===== config.mk =====
export PLATFORM = sky130hd
export DESIGN_NAME = slta_cmd_fifo
export DESIGN_NICKNAME = d
export VERILOG_FILES = /design/src/rtl/slta_cmd_fifo.sv
export SDC_FILE = /design/constraint.sdc
export NUM_CORES = 1
export LEC_CHECK = 0
export BUFFER_PORTS_ARGS = -buffer_cell sky130_fd_sc_hd__buf_2
export CORE_MARGIN = 2
export CORE_UTILIZATION = 25
export CTS_CLUSTER_DIAMETER = 200
export DETAILED_ROUTE_END_ITERATION = 16
export PLACE_DENSITY = 0.5
export REMOVE_ABC_BUFFERS = 1
export SLEW_MARGIN = 20
export SYNTH_ARGS = -nofsm -noshare
export SYNTH_HDL_FRONTEND = slang
export SYNTH_SLANG_ARGS = --single-unit

===== constraint.sdc =====
create_clock -name clk_i -period 1.5 [get_ports clk_i]
set_clock_uncertainty 0.05 [all_clocks]
set_input_delay 0.225 -clock clk_i [delete_from_list [all_inputs] [get_ports clk_i]]
set_output_delay 0.225 -clock clk_i [all_outputs]
set_load 0.02 [all_outputs]

===== src/rtl/slta_cmd_fifo.sv =====
`default_nettype none
module slta_cmd_fifo #(
  parameter int DW = 8
) (
  input  wire logic          clk_i,
  input  wire logic          rst_ni,
  input  wire logic          push_i,
  input  wire logic [DW-1:0] data_i,
  output logic               full_o,
  input  wire logic          pop_i,
  output logic               valid_o,
  output logic [DW-1:0]      data_o
);

  logic [DW-1:0] mem_q [2];
  logic          wp_q, rp_q;
  logic [1:0]    cnt_q;

  assign full_o  = cnt_q == 2'd2;
  assign valid_o = cnt_q != 2'd0;
  assign data_o  = mem_q[rp_q];

  always_ff @(posedge clk_i or negedge rst_ni) begin
    if (!rst_ni) begin
      wp_q  <= 1'b0;
      rp_q  <= 1'b0;
      cnt_q <= 2'd0;
    end else begin
      if (push_i) begin
        wp_q <= ~wp_q;
      end
      if (pop_i) begin
        rp_q <= ~rp_q;
      end
      cnt_q <= cnt_q + 2'(push_i) - 2'(pop_i);
    end
  end

  always_ff @(posedge clk_i) begin
    if (push_i) begin
      mem_q[wp_q] <= data_i;
    end
  end

endmodule
`default_nettype wire


# Word level (Yosys, flattened, before mapping)
# Memory sizes are Yosys's and may differ from the RTL's.
# Cells that the tools add are included.
[op_classes] add_sub_neg=2 eq_ne=1 n_mux=2 bitwise_logic=2 n_reduce_logical=1
[ops] operator="$add A2 B1 Y2" count=1
[ops] operator="$eq A2 B2 Y1 const B" count=1
[ops] operator="$mux W1" count=2
[ops] operator="$not A1 Y1" count=2
[ops] operator="$reduce_bool A2 Y1" count=1
[ops] operator="$sub A2 B1 Y2" count=1
[word_totals] reg_bits=4 ramBits=16 input_bits=12 output_inout_bits=10 elab_cells=12 mem_count=1
[mem_list] memory="mem_q" depth=2 word_bits=8 read_ports=1 rd_clocked_by_memory_dff=0 write_ports=1 line="15" rtl="logic [DW-1:0] mem_q [2];"

# Longest topological paths before layout
[depth] word_depth=2 depth_mapped=5 depth_no_buf=5

# Least setup slack after synthesis
# OpenSTA, ideal clock, no wires.
[synth_path] path_type="register to register" start="register wp_q" end="memory mem_q[0][0] (enable)" setup_time_ns=0.373 arrival_time_ns=0.789 t_required_ns=1.077 slack_ns=0.288 stages_incl_launch_ff=2 path_buffers=0 period_less_slack_ns=1.212 cell_sequence="dfrtp_1 > nor2b_1"
[synth_rtl] element="start, declared" line="16" rtl="logic wp_q, rp_q;"
[synth_rtl] element="start signal, assigned" line="30" rtl="wp_q <= ~wp_q;"
[synth_rtl] element="end, declared" line="15"
# Straight into the memory's write port.

# Worst setup path in the final report
[layout_path] start="register rp_q" end="output port data_o[7]"
[layout_via] elab_chain_len=1
[layout_lines] element="start, declared" line="16"
[layout_lines] element="start signal, assigned" line="33" rtl="rp_q <= ~rp_q;"
[layout_lines] element="$mem_v2 Z2 W8"
[layout_lines] element="end, declared" line="12" rtl="output logic [DW-1:0] data_o"
# No other way between the ends.

==> results.cfg <==
[floorplan]
fp-row-count = 20
pin_count = 22
die_area_um2 = 3710
start_util_pct = 26.3
die_y_um = 61.0
die_w_um = 61.0
coreArea_um2 = 3080

[placed_design]
place_area_um2 = 975
port_buffers = 21
gp_congestion = 0.597
dp.cells = 106

[layout]
layout.nets = 85
layout.cells.non_filler = 114
drive_gt1_share_pct = 57.1
layout_common_cells = edfxtp_1, buf_2, buf_6, mux2_4
fillCellCount = 314
regArea_um2 = 582
antenna_cells = 0
final_cell_area_um2 = 1120
multi_input_area_um2 = 211
area_growth_pct = 38.0
layout_commonest_cell = edfxtp_1

[synthesis]
yosys.area_share.adder_pct = 3.09
yosysTopAreaCellShare_pct = 59.3
synth.avg_cell_area_um2 = 20.3
synth_cells = 40
ys_warn_count = 0
synthMuxAreaShare_pct = 14.8
synth_top_cell_by_area = edfxtp_1
syn_area_um2 = 811
synth_area_leaders = edfxtp_1, mux2_4, dfrtp_1, ha_1, xor3_1
synth_compound_area_share_pct = 0
ys_seq_area_share_pct = 71.6
yosysUniqueCellTypes = 11
synth_top_family_by_area = multiplexers
ys_ff_latch = 20
synth-simple-area-share_pct = 3.09
synth-xor-area-share_pct = 5.09

[power_and_ir_drop]
leakagePower_nw = 0.480
vdd_drop_max_uv = 849
power.density_nw_per_um2 = 1950

[critical_path]
max_stage_delay_ps = 430
worstPathArrival_ps = 1290
critPathRequiredTime_ps = 1220
worst-path-max-fanout = 5
crit_slowest_cell = dfrtp_2
critPathCaptureType = output pin
path_cells = buf_6 -> mux2_4 -> buf_6
crit_type = reg -> out
start_kind = register
cp_top_family = flip-flops
crit_buf_inv = 2
critPathMostFrequentCell = buf_6

[timing]
tightestPinTransition_ps = 392
drv_slew = 0
relSlewSlack_pct = 73.9
hold_ws_ps = 61.5
fin_ws_ps = -69.8
fin_crit_ps = 1570
hold_viol_final = 0
rsz0062_at_grt = yes
fmax_mhz = 637
fin_crit_sh_pct = 105
finalSetupViolations = 8

[outcome]
status = finished, violations left
violations = negative setup slack

[route]
routed_wl_mm = 1.21
final_antenna_net_count = 0
drc = 0
routedWlPerCell_um = 10.6
vias = 426
routed_via_density = 3.74
dr.pass1.iters = 3
dr.first_iter.drc_count = 6

[global_routing]
grt_antenna_before_repair = 0
grt_usage_pct = 8.13
grt_max_degree = 13
grt_pass1_wl_mm = 1.97
overflow = 0
grt_pass1_vias = 422

[clock_network]
cts_buffer_depth = 2
numClockSinks = 20
htreeDepth = 1
cts_made_buffers = 3
cts_tree = done
clk_pin_slew_ps = 110
clk_latency_ps = 290
root_buffer = clkbuf_4

[flow_run]
maxCapViolations = 0

[hold_path]
min_path_type = in -> reg
## synth_stat cells (all sizes together)
library cell,instances
xor3,1
and2,1
edfxtp,16
ha,2
inv,2
xor2,2
buf,1
nor2b,2
dfrtp,4
or2,1
mux2,8
## cell type report
cell class / instances / share of cell area [%]
clock inverters: 1 / 2.68
flip-flops and latches: 20 / 52.0
well taps: 44 / 4.92
inverters: 2 / 0.671
multi-input cells: 17 / 18.9
repair buffers: 27 / 18.8
clock buffers: 3 / 2.01
## sequential cells by signal (all words and copies together), names as in the netlist
| name | cells |
|---|---|
| mem_q | 16 |
| wp_q | 1 |
| cnt_q | 2 |
| rp_q | 1 |
## routing by layer
metal / vias to the layer above / share of wire, % / track usage, %
met2: 21 / 45 / 13.4
met1: 194 / 44 / 8.66
met3: 2 / 9.6 / 4.90
met4: 0 / 1.1 / 2.80
met5: - / 0 / 0
li1: 209 / - / -
## what timing repair did
action,in CTS,in global routing
endpoints found under the hold margin,4,0
hold buffers,1,0
setup endpoints to repair,8,8
resized for setup,20,0
setup buffers,3,0
## worst paths after layout
path                            from           to  slack [ps]  cells past startpoint
setup / recovery                rp_q    data_o[7]         -70                      3
setup reg to reg            cnt_q[0]     cnt_q[1]         240                      5
hold / removal             data_i[6]  mem_q[1][6]          60                      1
min in group asynchronous     rst_ni         wp_q         200                      2
hold reg to reg                 wp_q         wp_q         440                      1
max in group asynchronous     rst_ni         rp_q        1070                      2
## worst reg2reg max path: cells and delay by family (launching register included)
| family | cells | cell delay, ps |
|---|---|---|
| adders and majority gates | 2 | 410 |
| DFF | 1 | 370 |
| buffers and inverters | 2 | 110 |
| xor gates and xnor gates | 1 | 210 |
## kinds of logic (layout without fill, tap and decap cells)
logic type,Yosys count,in the layout
AND/OR/NAND/NOR,4,4
multiplexers,8,8
flip-flops,20,20
buffers and inverters,3,33
XOR/XNOR,3,3
adder cells (fa/ha/maj),2,2
## through the flow
step	setup TNS (ps)	worst slack, ps	util [%]	total power [mW]
final	-434	-69.8	36.3	2.18
after global routing	-842	-120	36.3	2.31
after CTS	-589	-84.7	36.3	2.21
after detailed placement	0	57.5	31.7	1.56
after global placement	0	69.7	31.7	1.56
after floorplan	0	276	-	1.35
## power breakdown
| part | switching, mW | internal (mW) | total [mW] |
|---|---|---|---|
| sequential | 0.0620 | 0.758 | 0.820 |
| clock | 0.152 | 0.270 | 0.422 |
| combinational | 0.409 | 0.530 | 0.938 |
| total | 0.622 | 1.56 | 2.18 |
(Power assumes the default switching activity.)
