===== src/rtl/slta_pkg.sv =====
`default_nettype none
package slta_pkg;

  localparam int VARS = 1024;
  localparam int IW = 10;
  localparam int WW = 32;
  localparam int AW = 64;
  localparam int DEF_MAX_CROSS = 16;
  localparam int DEF_MAX_LIST = 8;

  localparam logic signed [AW-1:0] ACC_MAX = {1'b0, {(AW-1){1'b1}}};
  localparam logic signed [AW-1:0] ACC_MIN = {1'b1, {(AW-1){1'b0}}};

  typedef enum logic [1:0] {
    REQ_ADD   = 2'd0,
    REQ_CLEAR = 2'd1,
    REQ_READ  = 2'd2,
    REQ_NONE  = 2'd3
  } req_e;

  typedef enum logic [1:0] {
    STS_DONE     = 2'd0,
    STS_BUFFERED = 2'd1,
    STS_ROW_FULL = 2'd2,
    STS_BUF_FULL = 2'd3
  } status_e;

  typedef enum logic [1:0] {
    K_ACK   = 2'd0,
    K_EQ    = 2'd1,
    K_CLEAR = 2'd2,
    K_READ  = 2'd3
  } kind_e;

  typedef enum logic [3:0] {
    BK_INIT,
    BK_IDLE,
    BK_RD_OUT,
    BK_CLR,
    BK_EQ_CSQ,
    BK_EQ_CADD,
    BK_P_NEXT,
    BK_P_LIN,
    BK_P_SQ,
    BK_Q_NEXT,
    BK_Q_FILL,
    BK_Q_CMP,
    BK_Q_APP
  } state_e;

  typedef struct packed {
    kind_e                 kind;
    status_e               sts;
    logic                  drop;
    logic [IW-1:0]         idx;
    logic [3:0]            slot;
    logic signed [WW-1:0]  cnst;
  } cmd_t;

  function automatic logic signed [AW-1:0] sat_add(input logic signed [AW-1:0] a,
                                                   input logic signed [AW-1:0] b);
    logic signed [AW-1:0] s;
    s = a + b;
    if (a[AW-1] == b[AW-1] && s[AW-1] != a[AW-1]) begin
      return a[AW-1] ? ACC_MIN : ACC_MAX;
    end
    return s;
  endfunction

  function automatic logic signed [AW-1:0] sat_dbl(input logic signed [AW-1:0] x);
    if (x[AW-1] != x[AW-2]) begin
      return x[AW-1] ? ACC_MIN : ACC_MAX;
    end
    return {x[AW-2:0], 1'b0};
  endfunction

endpackage
`default_nettype wire


===== src/rtl/slta_front.sv =====
`default_nettype none
module slta_front #(
  parameter int MAX_LIST = slta_pkg::DEF_MAX_LIST
) (
  input  wire logic                                    clk_i,
  input  wire logic                                    rst_ni,
  input  wire logic                                    acc_i,
  input  wire logic [1:0]                              req_type_i,
  input  wire logic [slta_pkg::IW-1:0]                 var_index_i,
  input  wire logic signed [slta_pkg::WW-1:0]          weight_i,
  input  wire logic signed [slta_pkg::WW-1:0]          eq_constant_i,
  input  wire logic                                    last_element_i,
  input  wire logic [3:0]                              slot_i,
  output slta_pkg::cmd_t                               cmd_o,
  output logic [$clog2(MAX_LIST+1)-1:0]                cnt_o,
  output logic [MAX_LIST*slta_pkg::IW-1:0]             lidx_o,
  output logic [MAX_LIST*slta_pkg::WW-1:0]             lwt_o
);
  import slta_pkg::*;

  localparam int CW = $clog2(MAX_LIST + 1);

  logic [IW-1:0]        pend_idx_q [MAX_LIST];
  logic signed [WW-1:0] pend_wt_q  [MAX_LIST];
  logic [CW-1:0]        pcount_q, pcount_d;
  logic                 drop;
  logic                 is_add;

  assign drop   = 32'(pcount_q) >= MAX_LIST;
  assign is_add = req_e'(req_type_i) == REQ_ADD;

  always_comb begin
    cmd_o.kind = K_ACK;
    cmd_o.sts  = STS_DONE;
    cmd_o.drop = drop;
    cmd_o.idx  = var_index_i;
    cmd_o.slot = slot_i;
    cmd_o.cnst = eq_constant_i;
    case (req_e'(req_type_i))
      REQ_ADD: begin
        if (last_element_i) begin
          cmd_o.kind = K_EQ;
        end else begin
          cmd_o.sts = drop ? STS_BUF_FULL : STS_BUFFERED;
        end
      end
      REQ_CLEAR: cmd_o.kind = K_CLEAR;
      REQ_READ:  cmd_o.kind = K_READ;
      default:   cmd_o.kind = K_ACK;
    endcase
  end

  // Hand over the buffered list with the closing element merged in.
  always_comb begin
    for (int i = 0; i < MAX_LIST; i++) begin
      if (pcount_q == CW'(i) && !drop) begin
        lidx_o[i*IW +: IW] = var_index_i;
        lwt_o[i*WW +: WW]  = weight_i;
      end else begin
        lidx_o[i*IW +: IW] = pend_idx_q[i];
        lwt_o[i*WW +: WW]  = pend_wt_q[i];
      end
    end
    cnt_o = pcount_q + CW'(!drop);
  end

  always_comb begin
    pcount_d = pcount_q;
    if (acc_i && is_add) begin
      pcount_d = last_element_i ? '0 : pcount_q + CW'(!drop);
    end
  end

  always_ff @(posedge clk_i or negedge rst_ni) begin
    if (!rst_ni) begin
      pcount_q <= '0;
    end else begin
      pcount_q <= pcount_d;
    end
  end

  always_ff @(posedge clk_i) begin
    for (int i = 0; i < MAX_LIST; i++) begin
      if (acc_i && is_add && !drop && pcount_q == CW'(i)) begin
        pend_idx_q[i] <= var_index_i;
        pend_wt_q[i]  <= weight_i;
      end
    end
  end

endmodule
`default_nettype wire


===== config.mk =====
export PLATFORM = sky130hd
export DESIGN_NAME = slta_front
export DESIGN_NICKNAME = d
export VERILOG_FILES = /design/src/rtl/slta_pkg.sv /design/src/rtl/slta_front.sv
export SDC_FILE = /design/constraint.sdc
export NUM_CORES = 1
export LEC_CHECK = 0
export BUFFER_PORTS_ARGS = -buffer_cell sky130_fd_sc_hd__buf_4
export CAP_MARGIN = 20
export CORE_MARGIN = 2
export CORE_UTILIZATION = 47
export CTS_CLUSTER_DIAMETER = 200
export DETAILED_ROUTE_END_ITERATION = 6
export HOLD_SLACK_MARGIN = 0.15
export PLACE_DENSITY = 0.74
export SLEW_MARGIN = 10
export SYNTH_ARGS = -nofsm -noshare
export SYNTH_HDL_FRONTEND = slang
export SYNTH_SLANG_ARGS = --single-unit
export TNS_END_PERCENT = 20

===== constraint.sdc =====
create_clock -name clk_i -period 6.5 [get_ports clk_i]
set_input_delay 0.975 -clock clk_i [delete_from_list [all_inputs] [get_ports clk_i]]
set_output_delay 0.975 -clock clk_i [all_outputs]
set_load 0.02 [all_outputs]

# --- After elaboration in Yosys (flattened, before gate mapping) ---
# Memories as Yosys holds them, arrays and structs flattened.
# Index checks and enable logic that the tools add are counted.
totals:
  out_inout_bits: 391
  word_cells: 129
  ramBits: 336
  in_bits: 84
  n_memories: 2
  regBits: 4
mem_list:
  columns: ["memory", "words", "word_bits", "rd", "rd_clocked_by_memory_dff", "write_ports", "line_no", "rtl"]
  rows:
  - ["pend_wt_q", 8, 32, 8, 0, 1, "slta_front.sv:24", "logic signed [WW-1:0] pend_wt_q [MAX_LIST];"]
  - ["pend_idx_q", 8, 10, 8, 0, 1, "slta_front.sv:23", "logic [IW-1:0] pend_idx_q [MAX_LIST];"]
op_classes:
  eq_ne: 9
  n_lt_le_gt_ge: 1
  n_reduce_logical: 35
  mux: 80
  addsub: 1
ops:
  columns: ["cell", "count"]
  rows:
  - ["$mux 32", 15]
  - ["$reduce_or 32->1", 7]
  - ["$mux 10", 15]
  - ["$reduce_or 10->1", 7]
  - ["$mux 3", 14]
  - ["$mux 1", 31]
  - ["$logic_and 1x1->1", 18]
  - ["$eq 4x3->1 const B", 4]
  - ["$eq 4x2->1 const B", 2]
  - ["$mux 2", 3]
  - ["$pmux 2 s3", 1]
  - ["$add 4x1->4", 1]
  - ["$eq 4x1->1 const B", 1]
  - ["$ge 4x4->1 const B", 1]
  - ["$logic_not 4->1", 1]
  - ["$mux 4", 1]
  - ["$eq 2x1->1 const B", 1]
  - ["$eq 2x2->1 const B", 1]
  - ["$logic_not 2->1", 1]
  - ["$logic_not 1->1", 1]

# --- Longest topological paths before layout ---
depth:
  depth_word: 14
  ltp_mapped: 8
  ltp_nobuf: 6

# --- Worst setup path before layout ---
# OpenSTA, ideal clock, no wires.
synth_path:
  path_type: "input-to-reg"
  from: "input port req_type_i[1]"
  to: "memory pend_idx_q[1][0] (netlist: pend_idx_q[0][10]) (enable)"
  path_slack_ps: 428
  n_path_buf: 1
  required_ps: 5954
  setup_ps: 546
  t_arrival_ps: 5526
  cell_stages: 5
  path_cell_list: "inv_1 ha_1 nand2_1 buf_1 nor4_1"
synth_between:
  elab_chain_len: 14
  elab_cells_between_ends: 48
  cone_classes: "mux: 30; reduce/logical: 18"
synth_rtl:
  columns: ["item", "line_no", "rtl"]
  rows:
  - ["from (decl)", "slta_front.sv:8", "input wire logic [1:0] req_type_i,"]
  - ["$logic_not 2->1 *", "slta_front.sv:30", "assign is_add = req_e'(req_type_i) == REQ_ADD;"]
  - ["$logic_and 1x1->1 * (2 in series)", "slta_front.sv:84", "if (acc_i && is_add && !drop && pcount_q == CW'(i)) begin"]
  - ["$logic_and 1x1->1", "slta_front.sv:84", null]
  - ["$mux 1", "slta_front.sv:84", null]
  - ["$mux 1 (implied by the code)", "slta_front.sv:85", "pend_idx_q[i] <= var_index_i;"]
  - ["$reduce_or 10->1 (no source line)", null, null]
  - ["$mux 3 (no source line) / $mux 1 (equally long branches) (7 in series)", null, null]
  - ["to (decl)", "slta_front.sv:23", null]
# Mark *: on every way between the ends. The rest lies on a longest branch, timed or not.

# --- Worst setup path in the final report ---
layout_path:
  from: "register pcount_q[1]"
  to: "output port lwt_o[41] (netlist bit)"
layout_between:
  elab_chain_len: 4
  elab_cells_between_ends: 5
  cone_classes: "order compare: 1; eq/ne: 1; mux: 1; reduce/logical: 2"
layout_rtl:
  columns: ["item", "line_no", "rtl"]
  rows:
  - ["from (decl)", "slta_front.sv:25", "logic [CW-1:0] pcount_q, pcount_d;"]
  - ["from (signal assigned)", "slta_front.sv:78", "pcount_q <= pcount_d;"]
  - ["$ge 4x4->1", "slta_front.sv:29", "assign drop = 32'(pcount_q) >= MAX_LIST;"]
  - ["$logic_not 1->1", "slta_front.sv:56", "if (pcount_q == CW'(i) && !drop) begin"]
  - ["$logic_and 1x1->1 *", "slta_front.sv:56", null]
  - ["$mux 32 *", "slta_front.sv:56", null]
  - ["to (decl)", "slta_front.sv:17", "output logic [MAX_LIST*slta_pkg::WW-1:0] lwt_o"]
# Marked as above.

==> flow_summary.toml <==
[status]
outcome = "finished, final reports clean"

[floorplanning]
die_x_um = 183.1
initial_core_utilization_pct = 47.76
chipHeight_um = 183.1
placement_rows = 65
top_level_ports = 475
core_area_um2 = 31560
design.die.area_um2 = 33520

[timing]
final_period_util_pct = 67.36
finalSetupViolCount = 0
setup_tns_ns = 0
finalHoldViolCount = 0
min_period_ns = 4.379
max_clock_freq_ghz = 0.2284
clock-skew-final_ns = 0.01233
relSlewSlack_pct = 32.04
maxSlewViolCount = 0
rsz0062_at_grt = "no"
pin_slew_with_the_least_headroom_to_its_limit_ns = 1.012

[worst_setup_path]
crit_top_cell = "buf_4"
timing.critical_path.cells = "nand2b_1, nor3_4, buf_4, mux2_2, buf_4"
worst_ep_arrival_time_ns = 3.40
cp_num_cells = 5
cp_data_required_time_ns = 5.52
worst_path_max_delay_cell = "nor3_4"
worst_setup_path_start_kind = "flop"
worst-r2r-cell-count = 5
reg2reg_slack_ns = 3.13
timing.critical_path.max_delay_family = "simple AND/OR/NAND/NOR gates"
path_max_fanout = 27
critPathBufInv = 2
crit_path_end_kind = "output pin"
critPathMaxStageDelay_ns = 0.79
setup.worst_path.class = "flop to output pin"

[routing]
routed_antenna_nets = 0
route.detailed.vias_per_inst = 5.371
drcViolationCount = 0
dr.first_iter.drc_count = 510
wl_per_cell_um = 24.65
firstDrtPassIters = 4
routed_wirelength_um = 39790
detailroute.via_count = 8668

[power_and_ir_drop]
p_leak_nw = 7.278
cellInternalPower_mw = 4.081
p_per_area_nw_per_um2 = 282.9
p_seq_share_pct = 44.9
power.clock.fraction_pct = 37.1
share_comb_of_total_power_pct = 18.0
swShare_pct = 25.55
worst_ir_drop_vdd_uv = 215.1
switching_power_summed_over_all_nets_mw = 1.401
design_power_total_mw = 5.481

[layout]
area_growth_syn_to_layout_pct = 28.54
layoutNonFillerInstCount = 1614
finalNetCount = 1272
diodes = 0
fraction_of_final_layout_cells_sized_beyond_drive_strength_1_pct = 67.41
post-route-cell-area_um2 = 19370

[place]
place.detailed.instances = 1548
post-dp-hpwl_um = 24780
finalWeightedCongestion = 0.7549
io_buffers = 402
dpl-instance-area_um2 = 18210

[grt]
grt_antenna_before_repair = 0
first_global_vias = 8687
grt_first_pass_wirelength_um = 56750
overflow = 0
pin_count_of_the_biggest_net_entering_global_routing = 43
overall_track_demand_over_capacity_in_global_routing_pct = 22.78

[clock_tree]
insertion_delay_ns = 0.51
postCtsSetupBuffers = 0
clkSinkCount = 340
cts-root-buf = "clkbuf_16"
cts-root-to-sink-buffers = 3
postCtsResizedCells = 0
cts_max_level = 2
tritoncts = "built"
tritoncts.num_buffers = 37
postCtsHoldBufs = 0
path_clk_slew_ns = 0.06

[flow_run]
cap_viol_max_count = 0

[synthesis]
synth_cell_type_count = 33
synthMostInstantiatedCell = "edfxtp_1"
main_synth_ff_type = "edfxtp_1"
synth_common_cells = "edfxtp_1, mux2_2, buf_4, mux2_4, buf_2"
ys_seq_area_share_pct = 67.61
synth-warning-count = 0
synth_top_cells_by_area = "edfxtp_1, mux2_2, mux2_4, buf_4, buf_2"
synth.cell_area_um2 = 15070
syn-mean-instance-area_um2 = 18.56
synth_edf_count = 336
synthDominantAreaCellType = "edfxtp_1"
async_set_or_reset_register_ratio_after_synthesis_pct = 1.176
synth_top_area_share_pct = 66.94
synth.net_count = 899
synth.ff_latch_count = 340
netlist_instances = 812

[worst_hold_path]
worst_hold_path_type = "input pin to async pin"
power by group through the flow:
stage	Sequential [mW]	Combinational [mW]	Clock [mW]
after floorplan	2.50	0.618	0
after CTS	2.46	1.00	2.08
after detailed placement	2.51	0.993	0
after global routing	2.46	1.04	2.15
final	2.46	0.986	2.03
after global placement	2.51	0.981	0
layout by cell type (no fill, tap or decap), types with 2 or more instances in the layout:
| master | instances |
|---|---|
| clkbuf_1 | 10 |
| nand2b_1 | 4 |
| nand3_1 | 2 |
| dfrtp_1 | 4 |
| nand2_1 | 6 |
| mux2_2 | 291 |
| clkinv_2 | 4 |
| nor3_4 | 4 |
| nor3_2 | 2 |
| mux2_1 | 6 |
| nor2_4 | 3 |
| ha_1 | 3 |
| bufinv_16 | 3 |
| o21ai_0 | 5 |
| nor4_2 | 4 |
| inv_1 | 3 |
| edfxtp_1 | 336 |
| buf_4 | 421 |
| clkbuf_16 | 39 |
| clkinv_1 | 9 |
| mux2_4 | 39 |
logic make-up (layout without fill, tap and decap cells):
logic type                 count (synthesis)  after routing  share of synthesized area, %
adders and majority gates                  3              3                        0.2491
and+or+nand+nor                           34             34                         1.569
xor gates and xnor gates                   2              2                        0.1162
buffers and inverters                     91            491                         4.176
DFF                                      340            340                         67.61
AOI/OAI and AO/OA                          6              6                        0.2075
muxes                                    336            336                         26.07
final cells by class:
class | instances | area (um^2)
fillers | 2366 | 12180
flip-flops and latches | 340 | 10190
multi-input cells | 381 | 4328
repair buffers | 422 | 3176
clock buffers | 49 | 1013
well taps | 402 | 503.0
clock inverters | 17 | 152.6
inverters | 3 | 11.26
path summary, 6_finish.rpt:
kind	start	end
max	pcount_q[1]	lwt_o[41]
min	rst_ni	pcount_q[0]
max reg2reg	pcount_q[2]	pend_wt_q[1][121]
min reg2reg	pcount_q[0]	pcount_q[0]
max in group asynchronous	rst_ni	pcount_q[2]
min in group clk_i	pcount_q[0]	pcount_q[0]
flip-flops by register name, indices dropped and copies added (netlist names):
register,count
pend_wt_q,256
pend_idx_q,80
pcount_q,4
layer usage:
layer / GRT usage (%) / wire, um
met1: 28.42 / 15990
met2: 38.85 / 19750
met3: 6.136 / 2975
met4: 7.136 / 1070
met5: 0 / 0
per-stage QoR:
stage | hold slack, ns | util, % | setup slack (ns)
after floorplan | 0.6646 | - | 0.4280
after global placement | 0.7054 | 57.65 | 2.469
after detailed placement | 0.7274 | 57.70 | 2.610
after CTS | 0.2223 | 61.40 | 2.033
after global routing | 0.2314 | 61.40 | 1.920
final | 0.2511 | 61.40 | 2.121
No activity file was read; power rests on OpenSTA's default activity.
